--- src/design/irft_pkg.sv ---
`timescale 1ns / 1ps
// ----------------------------------------------------------------------------
// irft_pkg: shared types and constants of the infrared frame transmitter
// register map, reset values and the timing bundle passed to the frame logic
// ----------------------------------------------------------------------------
package irft_pkg;

	// default data bits per frame
	localparam int FRAME_BITS_DEF = 32;

	// apb side
	localparam int APB_ADDR_W = 5;
	localparam int APB_DATA_W = 32;

	// field widths
	localparam int START_MARK_W  = 11;
	localparam int START_SPACE_W = 11;
	localparam int BIT_TICKS_W   = 8;
	localparam int GAP_W         = 14;
	localparam int FRAME_TICK_W  = 16;
	localparam int PHASE_W       = 9;
	localparam int WORD_W        = 32;

	// frame boundaries: up to 4094 + 510 * 32 + 16383, fits 17 bits
	localparam int BOUND_W = 17;

	// reset values
	localparam int RST_START_MARK  = 818;
	localparam int RST_START_SPACE = 409;
	localparam int RST_BIT_MARK    = 50;
	localparam int RST_ZERO_SPACE  = 50;
	localparam int RST_ONE_SPACE   = 101;
	localparam int RST_GAP         = 2727;

	typedef enum logic [2:0] {
		REG_START_MARK  = 3'd0,
		REG_START_SPACE = 3'd1,
		REG_BIT_MARK    = 3'd2,
		REG_ZERO_SPACE  = 3'd3,
		REG_ONE_SPACE   = 3'd4,
		REG_GAP         = 3'd5
	} irft_reg_t;

	// timing seen by the frame logic
	typedef struct packed {
		logic [START_MARK_W-1:0] bound_a;     // end of start mark
		logic [BOUND_W-1:0]      bound_b;     // end of start space
		logic [BOUND_W-1:0]      bound_c;     // end of data window
		logic [BOUND_W-1:0]      bound_d;     // end of trailer and gap
		logic [BIT_TICKS_W-1:0]  bit_mark;
		logic [BIT_TICKS_W-1:0]  zero_space;
		logic [BIT_TICKS_W-1:0]  one_space;
	} irft_timing_t;

endpackage

--- src/design/ir_frame_transmitter.sv ---
`timescale 1ns / 1ps
// ----------------------------------------------------------------------------
// ir_frame_transmitter: pulse-distance infrared frame sender
// nec-style frames of FRAME_BITS bits, lsb first, stepped by half-carrier ticks,
// with key and rgb pending slots for requests that arrive while busy
// ----------------------------------------------------------------------------
//
//  channel  direction  handshake               payload
//  -------  ---------  ----------------------  ---------------------------------
//  input    in         in_valid / in_ready     op, is_color, payload
//  result   out        out_valid / out_ready   ir_level, busy_res, frame_done
//  config   in         apb psel/penable/pready paddr, pwdata, prdata
//
//  one item per clock while out_ready holds; an item passes the input register,
//  then the result register
//  the whole tick or request update is one pass of logic on the frame state
//  the result register holds under a stall; the input register still takes one
//  more item, after which in_ready drops
//  arst_n clears the frame state and loads the register reset values; no
//  clearing pass is needed
//
module ir_frame_transmitter import irft_pkg::*; #(
	parameter int FRAME_BITS = FRAME_BITS_DEF
) (
	input  logic                  clk,
	input  logic                  arst_n,
	// item input
	input  logic                  in_valid,
	output logic                  in_ready,
	input  logic                  op,
	input  logic                  is_color,
	input  logic [WORD_W-1:0]     payload,
	// result output
	output logic                  out_valid,
	input  logic                  out_ready,
	output logic                  ir_level,
	output logic                  busy_res,
	output logic                  frame_done,
	// configuration
	input  logic                  psel,
	input  logic                  penable,
	input  logic                  pwrite,
	input  logic [APB_ADDR_W-1:0] paddr,
	input  logic [APB_DATA_W-1:0] pwdata,
	output logic [APB_DATA_W-1:0] prdata,
	output logic                  pready
);

	// bit index runs from 0 up to FRAME_BITS inclusive
	localparam int BIW = $clog2(FRAME_BITS + 1);

	irft_timing_t timing;

	// input register
	logic              valid_s1;
	logic              op_s1;
	logic              is_color_s1;
	logic [WORD_W-1:0] payload_s1;

	// result register
	logic valid_s2;
	logic level_s2;
	logic busy_s2;
	logic done_s2;

	// frame state
	logic [FRAME_TICK_W-1:0] frame_tick_q;
	logic [BIW-1:0]          bit_index_q;
	logic [PHASE_W-1:0]      phase_tick_q;
	logic                    need_load_q;
	logic [BIT_TICKS_W-1:0]  cur_space_q;
	logic                    pin_q;
	logic                    sending_q;
	logic [WORD_W-1:0]       shift_word_q;
	logic                    key_pend_q;
	logic [WORD_W-1:0]       key_word_q;
	logic                    color_pend_q;
	logic [WORD_W-1:0]       color_word_q;

	// next frame state
	logic [FRAME_TICK_W-1:0] frame_tick_d;
	logic [BIW-1:0]          bit_index_d;
	logic [PHASE_W-1:0]      phase_tick_d;
	logic                    need_load_d;
	logic [BIT_TICKS_W-1:0]  cur_space_d;
	logic                    pin_d;
	logic                    sending_d;
	logic [WORD_W-1:0]       shift_word_d;
	logic                    key_pend_d;
	logic [WORD_W-1:0]       key_word_d;
	logic                    color_pend_d;
	logic [WORD_W-1:0]       color_word_d;
	logic                    done_d;

	// step helpers
	logic [FRAME_TICK_W-1:0] ft_inc;
	logic [BOUND_W-1:0]      ft_ext;
	logic [PHASE_W-1:0]      ph_inc;
	logic [PHASE_W-1:0]      bit_len;
	logic [BIT_TICKS_W-1:0]  space_eff;
	logic [WORD_W-1:0]       sel_word;

	logic accept;
	logic advance;

	// ------------------------------------------------------------------------
	// configuration registers
	// ------------------------------------------------------------------------
	irft_regs #(
		.FRAME_BITS (FRAME_BITS)
	) u_regs (
		.clk     (clk),
		.arst_n  (arst_n),
		.psel    (psel),
		.penable (penable),
		.pwrite  (pwrite),
		.paddr   (paddr),
		.pwdata  (pwdata),
		.prdata  (prdata),
		.timing  (timing)
	);

	assign pready = 1'b1;

	// ------------------------------------------------------------------------
	// handshake: input stage moves on whenever the result register is free
	// ------------------------------------------------------------------------
	assign advance  = valid_s1 & (~valid_s2 | out_ready);
	assign in_ready = ~valid_s1 | advance;
	assign accept   = in_valid & in_ready;

	always_ff @(posedge clk or negedge arst_n) begin
		if (!arst_n) begin
			valid_s1 <= 1'b0;
			valid_s2 <= 1'b0;
		end else begin
			if (accept)
				valid_s1 <= 1'b1;
			else if (advance)
				valid_s1 <= 1'b0;
			if (advance)
				valid_s2 <= 1'b1;
			else if (out_ready)
				valid_s2 <= 1'b0;
		end
	end

	always_ff @(posedge clk) begin
		if (accept) begin
			op_s1       <= op;
			is_color_s1 <= is_color;
			payload_s1  <= payload;
		end
		if (advance) begin
			level_s2 <= pin_d;
			busy_s2  <= sending_d;
			done_s2  <= done_d;
		end
	end

	assign out_valid  = valid_s2;
	assign ir_level   = level_s2;
	assign busy_res   = busy_s2;
	assign frame_done = done_s2;

	// ------------------------------------------------------------------------
	// frame step: one request or one tick against the current frame state
	// ------------------------------------------------------------------------
	assign ft_inc   = frame_tick_q + FRAME_TICK_W'(1);
	assign ft_ext   = BOUND_W'(ft_inc);
	assign ph_inc   = phase_tick_q + PHASE_W'(1);
	assign sel_word = shift_word_q >> bit_index_q;
	// space length is latched on the first tick of each bit
	assign space_eff = need_load_q ? (sel_word[0] ? timing.one_space : timing.zero_space)
	                               : cur_space_q;
	assign bit_len   = {1'b0, timing.bit_mark} + {1'b0, space_eff};

	always_comb begin
		frame_tick_d = frame_tick_q;
		bit_index_d  = bit_index_q;
		phase_tick_d = phase_tick_q;
		need_load_d  = need_load_q;
		cur_space_d  = cur_space_q;
		pin_d        = pin_q;
		sending_d    = sending_q;
		shift_word_d = shift_word_q;
		key_pend_d   = key_pend_q;
		key_word_d   = key_word_q;
		color_pend_d = color_pend_q;
		color_word_d = color_word_q;
		done_d       = 1'b0;

		if (op_s1) begin
			// send request: start at once when idle, else park in a slot
			if (!sending_q) begin
				sending_d    = 1'b1;
				shift_word_d = payload_s1;
				frame_tick_d = '0;
				bit_index_d  = '0;
				phase_tick_d = '0;
				need_load_d  = 1'b1;
			end else if (is_color_s1) begin
				color_word_d = payload_s1;
				color_pend_d = 1'b1;
			end else begin
				key_word_d = payload_s1;
				key_pend_d = 1'b1;
			end
		end else if (sending_q) begin
			frame_tick_d = ft_inc;
			priority if (ft_ext < BOUND_W'(timing.bound_a)) begin
				// start mark: carrier
				pin_d = ~pin_q;
			end else if (ft_ext < timing.bound_b) begin
				// start space
				pin_d = 1'b0;
			end else if (ft_ext < timing.bound_c) begin
				if (bit_index_q >= BIW'(FRAME_BITS)) begin
					// all bits out early: skip to the trailer, pin untouched
					frame_tick_d = timing.bound_c[FRAME_TICK_W-1:0];
				end else begin
					need_load_d = 1'b0;
					cur_space_d = space_eff;
					pin_d       = (phase_tick_q < PHASE_W'(timing.bit_mark)) ? ~pin_q : 1'b0;
					if (ph_inc >= bit_len) begin
						phase_tick_d = '0;
						bit_index_d  = bit_index_q + BIW'(1);
						need_load_d  = 1'b1;
					end else begin
						phase_tick_d = ph_inc;
					end
				end
			end else if (ft_ext < timing.bound_d) begin
				// trailer mark, then low for the rest of the gap
				if (phase_tick_q < PHASE_W'(timing.bit_mark)) begin
					phase_tick_d = ph_inc;
					pin_d        = ~pin_q;
				end else begin
					pin_d = 1'b0;
				end
			end else begin
				// frame and gap over: key slot first, then rgb slot, else idle
				done_d       = 1'b1;
				frame_tick_d = '0;
				bit_index_d  = '0;
				phase_tick_d = '0;
				need_load_d  = 1'b1;
				if (key_pend_q) begin
					key_pend_d   = 1'b0;
					shift_word_d = key_word_q;
				end else if (color_pend_q) begin
					color_pend_d = 1'b0;
					shift_word_d = color_word_q;
				end else begin
					sending_d = 1'b0;
				end
			end
		end
	end

	always_ff @(posedge clk or negedge arst_n) begin
		if (!arst_n) begin
			frame_tick_q <= '0;
			bit_index_q  <= '0;
			phase_tick_q <= '0;
			need_load_q  <= 1'b1;
			cur_space_q  <= '0;
			pin_q        <= 1'b0;
			sending_q    <= 1'b0;
			shift_word_q <= '0;
			key_pend_q   <= 1'b0;
			key_word_q   <= '0;
			color_pend_q <= 1'b0;
			color_word_q <= '0;
		end else if (advance) begin
			frame_tick_q <= frame_tick_d;
			bit_index_q  <= bit_index_d;
			phase_tick_q <= phase_tick_d;
			need_load_q  <= need_load_d;
			cur_space_q  <= cur_space_d;
			pin_q        <= pin_d;
			sending_q    <= sending_d;
			shift_word_q <= shift_word_d;
			key_pend_q   <= key_pend_d;
			key_word_q   <= key_word_d;
			color_pend_q <= color_pend_d;
			color_word_q <= color_word_d;
		end
	end

	// ------------------------------------------------------------------------
	// checks
	// ------------------------------------------------------------------------
	// bit counter never runs past the frame length
	a_bit_index_bound: assert property (@(posedge clk) disable iff (!arst_n)
		bit_index_q <= BIW'(FRAME_BITS))
		else $error("bit index beyond frame length");

	// a parked word only exists while a frame is running
	a_pending_needs_busy: assert property (@(posedge clk) disable iff (!arst_n)
		(key_pend_q || color_pend_q) |-> sending_q)
		else $error("pending slot while idle");

	// a latched space belongs to a bit that is still to be finished
	a_load_in_range: assert property (@(posedge clk) disable iff (!arst_n)
		!need_load_q |-> (bit_index_q < BIW'(FRAME_BITS)))
		else $error("space latched with no bit left");

	// a new result always comes from an input item in flight
	a_done_from_item: assert property (@(posedge clk) disable iff (!arst_n)
		$rose(valid_s2) |-> $past(valid_s1))
		else $error("result without an item");

endmodule

--- src/design/irft_regs.sv ---
`timescale 1ns / 1ps
// ----------------------------------------------------------------------------
// irft_regs: configuration registers of the infrared frame transmitter
// apb write and read, plus frame boundaries derived from them
// ----------------------------------------------------------------------------
module irft_regs import irft_pkg::*; #(
	parameter int FRAME_BITS = FRAME_BITS_DEF
) (
	input  logic                  clk,
	input  logic                  arst_n,
	input  logic                  psel,
	input  logic                  penable,
	input  logic                  pwrite,
	input  logic [APB_ADDR_W-1:0] paddr,
	input  logic [APB_DATA_W-1:0] pwdata,
	output logic [APB_DATA_W-1:0] prdata,
	output irft_timing_t          timing
);

	logic [START_MARK_W-1:0]  start_mark_q;
	logic [START_SPACE_W-1:0] start_space_q;
	logic [BIT_TICKS_W-1:0]   bit_mark_q;
	logic [BIT_TICKS_W-1:0]   zero_space_q;
	logic [BIT_TICKS_W-1:0]   one_space_q;
	logic [GAP_W-1:0]         gap_q;

	irft_reg_t          reg_idx;
	logic               wr_en;
	logic [PHASE_W-1:0] per_bit;
	logic [BOUND_W-1:0] sum_b;
	logic [BOUND_W-1:0] sum_c;
	logic [BOUND_W-1:0] sum_d;

	assign reg_idx = irft_reg_t'(paddr[4:2]);
	assign wr_en   = psel & penable & pwrite;

	always_ff @(posedge clk or negedge arst_n) begin
		if (!arst_n) begin
			start_mark_q  <= START_MARK_W'(RST_START_MARK);
			start_space_q <= START_SPACE_W'(RST_START_SPACE);
			bit_mark_q    <= BIT_TICKS_W'(RST_BIT_MARK);
			zero_space_q  <= BIT_TICKS_W'(RST_ZERO_SPACE);
			one_space_q   <= BIT_TICKS_W'(RST_ONE_SPACE);
			gap_q         <= GAP_W'(RST_GAP);
		end else if (wr_en) begin
			unique case (reg_idx)
				REG_START_MARK:  start_mark_q  <= pwdata[START_MARK_W-1:0];
				REG_START_SPACE: start_space_q <= pwdata[START_SPACE_W-1:0];
				REG_BIT_MARK:    bit_mark_q    <= pwdata[BIT_TICKS_W-1:0];
				REG_ZERO_SPACE:  zero_space_q  <= pwdata[BIT_TICKS_W-1:0];
				REG_ONE_SPACE:   one_space_q   <= pwdata[BIT_TICKS_W-1:0];
				REG_GAP:         gap_q         <= pwdata[GAP_W-1:0];
				default: ;
			endcase
		end
	end

	always_comb begin
		unique case (reg_idx)
			REG_START_MARK:  prdata = APB_DATA_W'(start_mark_q);
			REG_START_SPACE: prdata = APB_DATA_W'(start_space_q);
			REG_BIT_MARK:    prdata = APB_DATA_W'(bit_mark_q);
			REG_ZERO_SPACE:  prdata = APB_DATA_W'(zero_space_q);
			REG_ONE_SPACE:   prdata = APB_DATA_W'(one_space_q);
			REG_GAP:         prdata = APB_DATA_W'(gap_q);
			default:         prdata = '0;
		endcase
	end

	// boundaries follow the registers in the same cycle as a write lands
	assign per_bit = {1'b0, bit_mark_q} + {1'b0, one_space_q};
	assign sum_b   = BOUND_W'(start_mark_q) + BOUND_W'(start_space_q);
	assign sum_c   = sum_b + BOUND_W'(per_bit * FRAME_BITS);
	assign sum_d   = sum_c + BOUND_W'(gap_q);

	assign timing.bound_a    = start_mark_q;
	assign timing.bound_b    = sum_b;
	assign timing.bound_c    = sum_c;
	assign timing.bound_d    = sum_d;
	assign timing.bit_mark   = bit_mark_q;
	assign timing.zero_space = zero_space_q;
	assign timing.one_space  = one_space_q;

endmodule
--- config.mk ---
export PLATFORM = sky130hd
export DESIGN_NAME = ir_frame_transmitter
export DESIGN_NICKNAME = d
export VERILOG_FILES = /design/src/design/irft_pkg.sv /design/src/design/ir_frame_transmitter.sv /design/src/design/irft_regs.sv
export SDC_FILE = /design/constraint.sdc
export NUM_CORES = 1
export LEC_CHECK = 0
export BUFFER_PORTS_ARGS = -buffer_cell sky130_fd_sc_hd__buf_2
export CORE_MARGIN = 4
export CORE_UTILIZATION = 56
export CTS_BUF_LIST = sky130_fd_sc_hd__clkbuf_8
export CTS_CLUSTER_SIZE = 8
export DETAILED_ROUTE_END_ITERATION = 8
export PLACE_DENSITY = 0.75
export SLEW_MARGIN = 20
export SYNTH_ARGS = -nofsm -noshare
export SYNTH_HDL_FRONTEND = slang
export SYNTH_SLANG_ARGS = --single-unit
--- constraint.sdc ---
create_clock -name clk -period 8.7 [get_ports clk]
set_input_delay 1.74 -clock clk [delete_from_list [all_inputs] [get_ports clk]]
set_output_delay 1.74 -clock clk [all_outputs]
set_load 0.01 [all_outputs]
==> metrics.txt, run 1 <==
run status=finished clean; Worst Setup Start Kind=flop; Worst setup EP type=flop; register area share after synthesis=between 40 and 50%; Pins Over Slew Limit=0; number of synthesized flops with an enable pin=37; WL/cell=roughly 19 um; warnings from Yosys=0; slew at the pin closest to its max-slew limit=slightly above 0.8 ns; Synth area leader=dfrtp_1; post-CTS resize count=0; leakage=around 7.8 nW; Cell Area, Synth=~15,000 um2; Pre-antenna DRT Iters=5; Min-Delay Path Class=reg2reg; post-detail-place hpwl=~24,000 um; initial antenna violation count=0; Tcrit/Tclk final=between 80% and 90%; DRC viols=0; post-synthesis average cell area=approximately 11 um2; Clock transition at path regs=approximately 0.060 ns; pwr/cell area=302 nW/um2; top post-synthesis cells by count=dfrtp_1 (174), mux2_2 (148), ha_1 (118); CP most frequent cell=ha_1; I/O Buffers=76; area fraction of the dominant cell type after synthesis=29.6%; Setup Buffers After CTS=0; Die Span Y=170 um; number of global-route vias before repair=about 11,000; RePlAce Congestion=between 0.8 and 0.9; critical path's top delay family=compound AO/OA/AOI/OAI gates; most frequent cell after synthesis=dfrtp_1; overall routing resource usage=between 20% and 30%; Core Area=25,900 um2; Routed Antenna Nets=0; io pins=around 120; clock buffer depth=3; Buf/Inv on CP=1; unrepaired setup endpoints after global routing=false; Post-synth top flop=dfrtp_1; DP Cell Count=around 1,700; clk_skew=~0.019 ns; critical path class=reg2reg; Non-Filler Instances=roughly 1,800; Setup Viol. Count Final=0; first-pass GRT wire length=55,000 um; Synth cell types=78; Die W=roughly 170 um; #FFs+latches synth=~240; Routed WL=around 34,000 um; Cell Rows=59; Final #Nets=1,592; final hold vios=0; Vias/cell=6.01; Max-Cap Viols=0; Peak VDD IR=approximately 420 uV; fill count=around 2,000; die footprint=between 20,000 and 30,000 um2; Worst Path Arrival=7.70 ns; Congestion Overflow GR=0; Hold Buf Count CTS=0; Rel. slew slack=45.2%; largest net degree at the start of global routing=80; CTS tree=yes; later-pin clock latency in the skew report=0.56 ns; clock sink count=~240; total CTS buffers=between 40 and 50; Slowest cell on crit path=dfstp_2; Fin Setup TNS=0 ns; layout cells sized above 1=about a quarter; Tot Pwr=between 4 and 5 mW; Tmin final=about 7.3 ns; Critical Path Max Stage Delay=0.58 ns; routed via count=10,600; Initial Util=a little under three fifths; CTS HTree Levels=2; ys async rst share=between 80% and 90%; CP max FO=8; cells after synthesis=about 1,300; layout overhead on the synthesized area=9.94%; Detailed Route Iter0 Violations=626; clock root buffer=clkbuf_8; diode count=0; Worst EP required=approximately 9.1 ns; Max Freq=between 0.1 and 0.15 GHz; synth top area cells=dfrtp_1 (30%), mux2_2 (11%), ha_1 (10%)
logic make-up after synthesis:
group | synth area share [%]
and+or+nand+nor | 10.2
AOI/OAI and AO/OA | 13.0
DFF | 42.2
muxes | 16.0
buffers and inverters | 4.44
adders and majority gates | 10.7
xor gates and xnor gates | 3.39
other | 0.0511
layout by cell type (no fill, tap or decap), drive strengths merged, types with 7 or more instances in the layout:
cell type  instances
or2                7
nor3              16
o211ai             9
nand4              7
mux2i             32
inv               98
xnor2             34
a21oi             57
nor2              69
nor2b              8
a22o              17
o21bai             8
and3              45
dfrtp            174
buf               88
ha               118
or3               10
nor4               8
a221o             37
mux2             150
mux4              15
edfxtp            37
and2              10
conb              19
dfstp             28
clkbuf            48
a21o              33
nand2b            11
a31oi             15
nand2             60
o21ai             44
nand3             21
xor2              22
layout make-up:
cell class / count / area [um2] / area share, %
clock inverters: 29 / 188 / 1.16
inverters: 74 / 278 / 1.72
multi-input cells: 946 / 7940 / 49.1
flip-flops and latches: 239 / 6200 / 38.4
well taps: 335 / 419 / 2.59
clock buffers: 47 / 647 / 4.00
repair buffers: 89 / 490 / 3.04
final timing paths:
check	endpoint	startpoint	cells after the start	slack [ns]
min	key_word_q[30]$_DFFE_PN0P_	key_word_q[30]$_DFFE_PN0P_	1	0.50
max in group asynchronous	color_word_q[8]$_DFFE_PN0P_	arst_n	2	6.30
max reg2reg	bit_index_q[0]$_DFFE_PN0P_	u_regs.start_mark_q[1]$_DFFE_PN1P_	27	1.43
max	bit_index_q[0]$_DFFE_PN0P_	u_regs.start_mark_q[1]$_DFFE_PN1P_	27	1.43
min reg2reg	key_word_q[30]$_DFFE_PN0P_	key_word_q[30]$_DFFE_PN0P_	1	0.50
min in group asynchronous	u_regs.gap_q[13]$_DFFE_PN0P_	arst_n	1	1.19
worst reg2reg max path: cells and delay by family, from the launching register on:
family,cells,cell delay [ns]
simple gates,7,1.32
compound gates,12,3.23
fa+ha+maj,4,0.96
mux,1,0.33
flops,1,0.58
buf+inv,1,0.09
xor+xnor,2,0.61
where the power goes:
part           leakage, nW  total [mW]  switching [mW]  internal, mW
Combinational         4.50        2.28            1.23          1.05
Sequential            2.77        1.58           0.202          1.37
Clock                0.506        1.03           0.466         0.560
metal layers:
layer	up-vias	part of all wire, %	global-route usage, %
met1	5245	44	31.7
met2	284	48	39.6
met5	-	0	0
met3	72	4.9	3.37
li1	4975	-	-
met4	0	2.6	7.50
state kept, by name, indices dropped and copies added (netlist names), 9 cells and up:
signal                count
u_regs.start_mark_q      11
color_word_q             32
payload_s1               32
u_regs.gap_q             14
phase_tick_q              9
frame_tick_q             16
key_word_q               32
u_regs.start_space_q     11
shift_word_q             32
per-stage QoR:
step / setup WS (ns) / utilization, % / cell area [um2] / hold slack (ns)
after global routing: 0.889 / 62.4 / 16200 / 0.515
after CTS: 1.55 / 62.3 / 16200 / 0.500
after floorplan: 2.44 / - / 14800 / 0.472
after global placement: 1.64 / 59.1 / 15300 / 0.480
final: 1.43 / 62.4 / 16200 / 0.499
after detailed placement: 1.59 / 59.1 / 15300 / 0.487
No activity file was read; power rests on OpenSTA's default activity.
==> run 2: changes to the inputs <==
- PLACE_DENSITY: 0.75 -> 0.78
- clock period: 8.7 -> 6.3 ns (I/O delays scaled with it)
==> run 2 against run 1 <==
Maximum frequency is 17% higher. Sequential share of layout area shrank 2.3 points. First-iteration DRC count increased by 35%. Cell area grew 6.5%. Critical path type unchanged. Highest routed layer unchanged.
==> metrics.txt, run 2 (same netlist as run 1, synthesis figures left out) <==
Critical Path Max Stage Delay=0.41 ns (was 0.58 ns); leakage=8.27 nW (was 7.77 nW); DRC viols=0 (unchanged); post-detail-place hpwl=24,500 um (was 24,000 um); Routed WL=35,100 um (was 33,700 um); CTS tree=yes (unchanged); Vias/cell=5.94 (was 6.01); routed via count=11,000 (was 10,600); Rel. slew slack=34.2% (was 45.2%); clock buffer depth=3 (unchanged); fill count=1,900 (was 2,049); Core Area=25,900 um2 (unchanged); critical path's top delay family=compound AO/OA/AOI/OAI gates (unchanged); Max Freq=0.161 GHz (was 0.138 GHz); unrepaired setup endpoints after global routing=true (was false); multi-input logic area=8310 um2 (was 7940 um2); Final Cell Area=17,200 um2 (was 16,200 um2); largest net degree at the start of global routing=120 (was 80); Post-DP Area=15,800 um2 (was 15,300 um2); overall routing resource usage=23.9% (was 23.5%); Cell Rows=59 (unchanged); Buf/Inv on CP=4 (was 1); Die W=170 um (unchanged); Worst setup EP type=flop (unchanged); RePlAce Congestion=0.864 (was 0.870); Slowest cell on crit path=dfrtp_1 (was dfstp_2); later-pin clock latency in the skew report=0.56 ns (about the same); I/O Buffers=76 (unchanged); Clock transition at path regs=0.06 ns (about the same); Setup Viol. Count Final=0 (unchanged); pwr/cell area=458 nW/um2 (was 302 nW/um2); final hold vios=0 (unchanged); Initial Util=56.7% (unchanged); register area=6200 um2 (about the same); io pins=116 (unchanged); Worst Path Arrival=6.50 ns (was 7.70 ns); Pre-antenna DRT Iters=6 (was 5); Worst EP required=6.58 ns (was 9.13 ns); Routed Antenna Nets=0 (unchanged); Tcrit/Tclk final=98.6% (was 83.6%); clock root buffer=clkbuf_8 (unchanged); Die Span Y=170 um (unchanged); Tot Pwr=7.88 mW (was 4.88 mW); diode count=0 (unchanged); Detailed Route Iter0 Violations=843 (was 626); number of global-route vias before repair=11,200 (was 10,800); run status=finished clean (unchanged); total CTS buffers=41 (unchanged); Min-Delay Path Class=reg2reg (unchanged); CTS HTree Levels=2 (unchanged); Max-Cap Viols=0 (unchanged); layout cells sized above 1=34.2% (was 25.7%); Final #Nets=1,678 (was 1,592); Pins Over Slew Limit=0 (unchanged); die footprint=28,900 um2 (unchanged); WL/cell=19.0 um (was 19.2 um); clock sink count=239 (unchanged); Congestion Overflow GR=0 (unchanged); most frequent cells in the layout=dfrtp_1 (173), mux2_2 (148), ha_1 (111) (was dfrtp_1 (174), mux2_2 (148), ha_1 (118)); clk_skew=0.0199 ns (was 0.0191 ns); first-pass GRT wire length=56,400 um (was 55,000 um); Peak VDD IR=754 uV (was 418 uV); Hold Buf Count CTS=0 (unchanged); slew at the pin closest to its max-slew limit=0.981 ns (was 0.816 ns); CP max FO=7 (was 8); Tmin final=6.21 ns (was 7.27 ns); layout overhead on the synthesized area=17.1% (was 9.94%); commonest non-fill, non-tap cell in the layout=dfrtp_1 (unchanged); critical path class=reg2reg (unchanged); initial antenna violation count=0 (unchanged); Worst Setup Start Kind=flop (unchanged)
## run 2: cell count changes in the layout (fill, tap and decap cells not counted), sizes merged
cell and delta:
buf +86, inv -4, bufinv -2, clkbuf +2
clkinv +2, clkinvlp +2
## run 2: per-stage QoR
stage / utilization (%) / worst slack [ns] / hold slack, ns / cells / TNS [ns]
floorplan: - / 0.0416 / 0.472 / 1330 / 0
global placement: 61.1 / -0.557 / 0.481 / 1750 / -29.94
detailed placement: 61.1 / -0.722 / 0.487 / 1750 / -39.68
CTS: 65.1 / 0.00428 / 0.503 / 1838 / 0
global route: 66.4 / -0.187 / 0.519 / 1845 / -4.44
finish: 66.4 / 0.0856 / 0.501 / 1845 / 0
## run 2: final cells by class
class / instances / share of cell area (%)
Multi-Input combinational cell: 946 / 48.3
Sequential cell: 239 / 36.0
Timing Repair Buffer: 175 / 6.93
Clock buffer: 49 / 3.92
Tap cell: 335 / 2.44
Inverter: 74 / 1.61
Clock inverter: 27 / 0.800
## run 2: power by group
part | switching, mW | internal (mW)
clock | 0.651 | 0.719
combinational | 2.16 | 2.18
sequential | 0.271 | 1.90
## run 2: worst paths after layout
path                                               startpoint                           end  slack, ns  cells past startpoint
max in group asynchronous                              arst_n    key_word_q[19]$_DFFE_PN0P_       4.50                      2
setup reg to reg           u_regs.start_mark_q[0]$_DFFE_PN0P_            ir_level$_DFFE_PP_       0.09                     29
hold reg to reg                    key_word_q[26]$_DFFE_PN0P_    key_word_q[26]$_DFFE_PN0P_       0.50                      1
setup / recovery           u_regs.start_mark_q[0]$_DFFE_PN0P_            ir_level$_DFFE_PP_       0.09                     29
min in group asynchronous                              arst_n  u_regs.gap_q[13]$_DFFE_PN0P_       0.72                      1
hold / removal                     key_word_q[26]$_DFFE_PN0P_    key_word_q[26]$_DFFE_PN0P_       0.50                      1
## run 2: what timing repair did
item                                    CTS  global route
buffers inserted                         12             8
pin swaps                                18            56
endpoints found under the setup margin   71            79
hold endpoints to repair                  0             0
resized for setup                        32            64
## run 2: layer usage
layer  share of wire [%]  up-vias  wire [um]  track usage [%]
met3                 5.0       71       1750             3.67
li1                    -     5136          -                -
met2                  50      280      17400             40.2
met1                  43     5475      14900             31.5
met4                 2.8        0        973             9.13
met5                   0        -          0                0
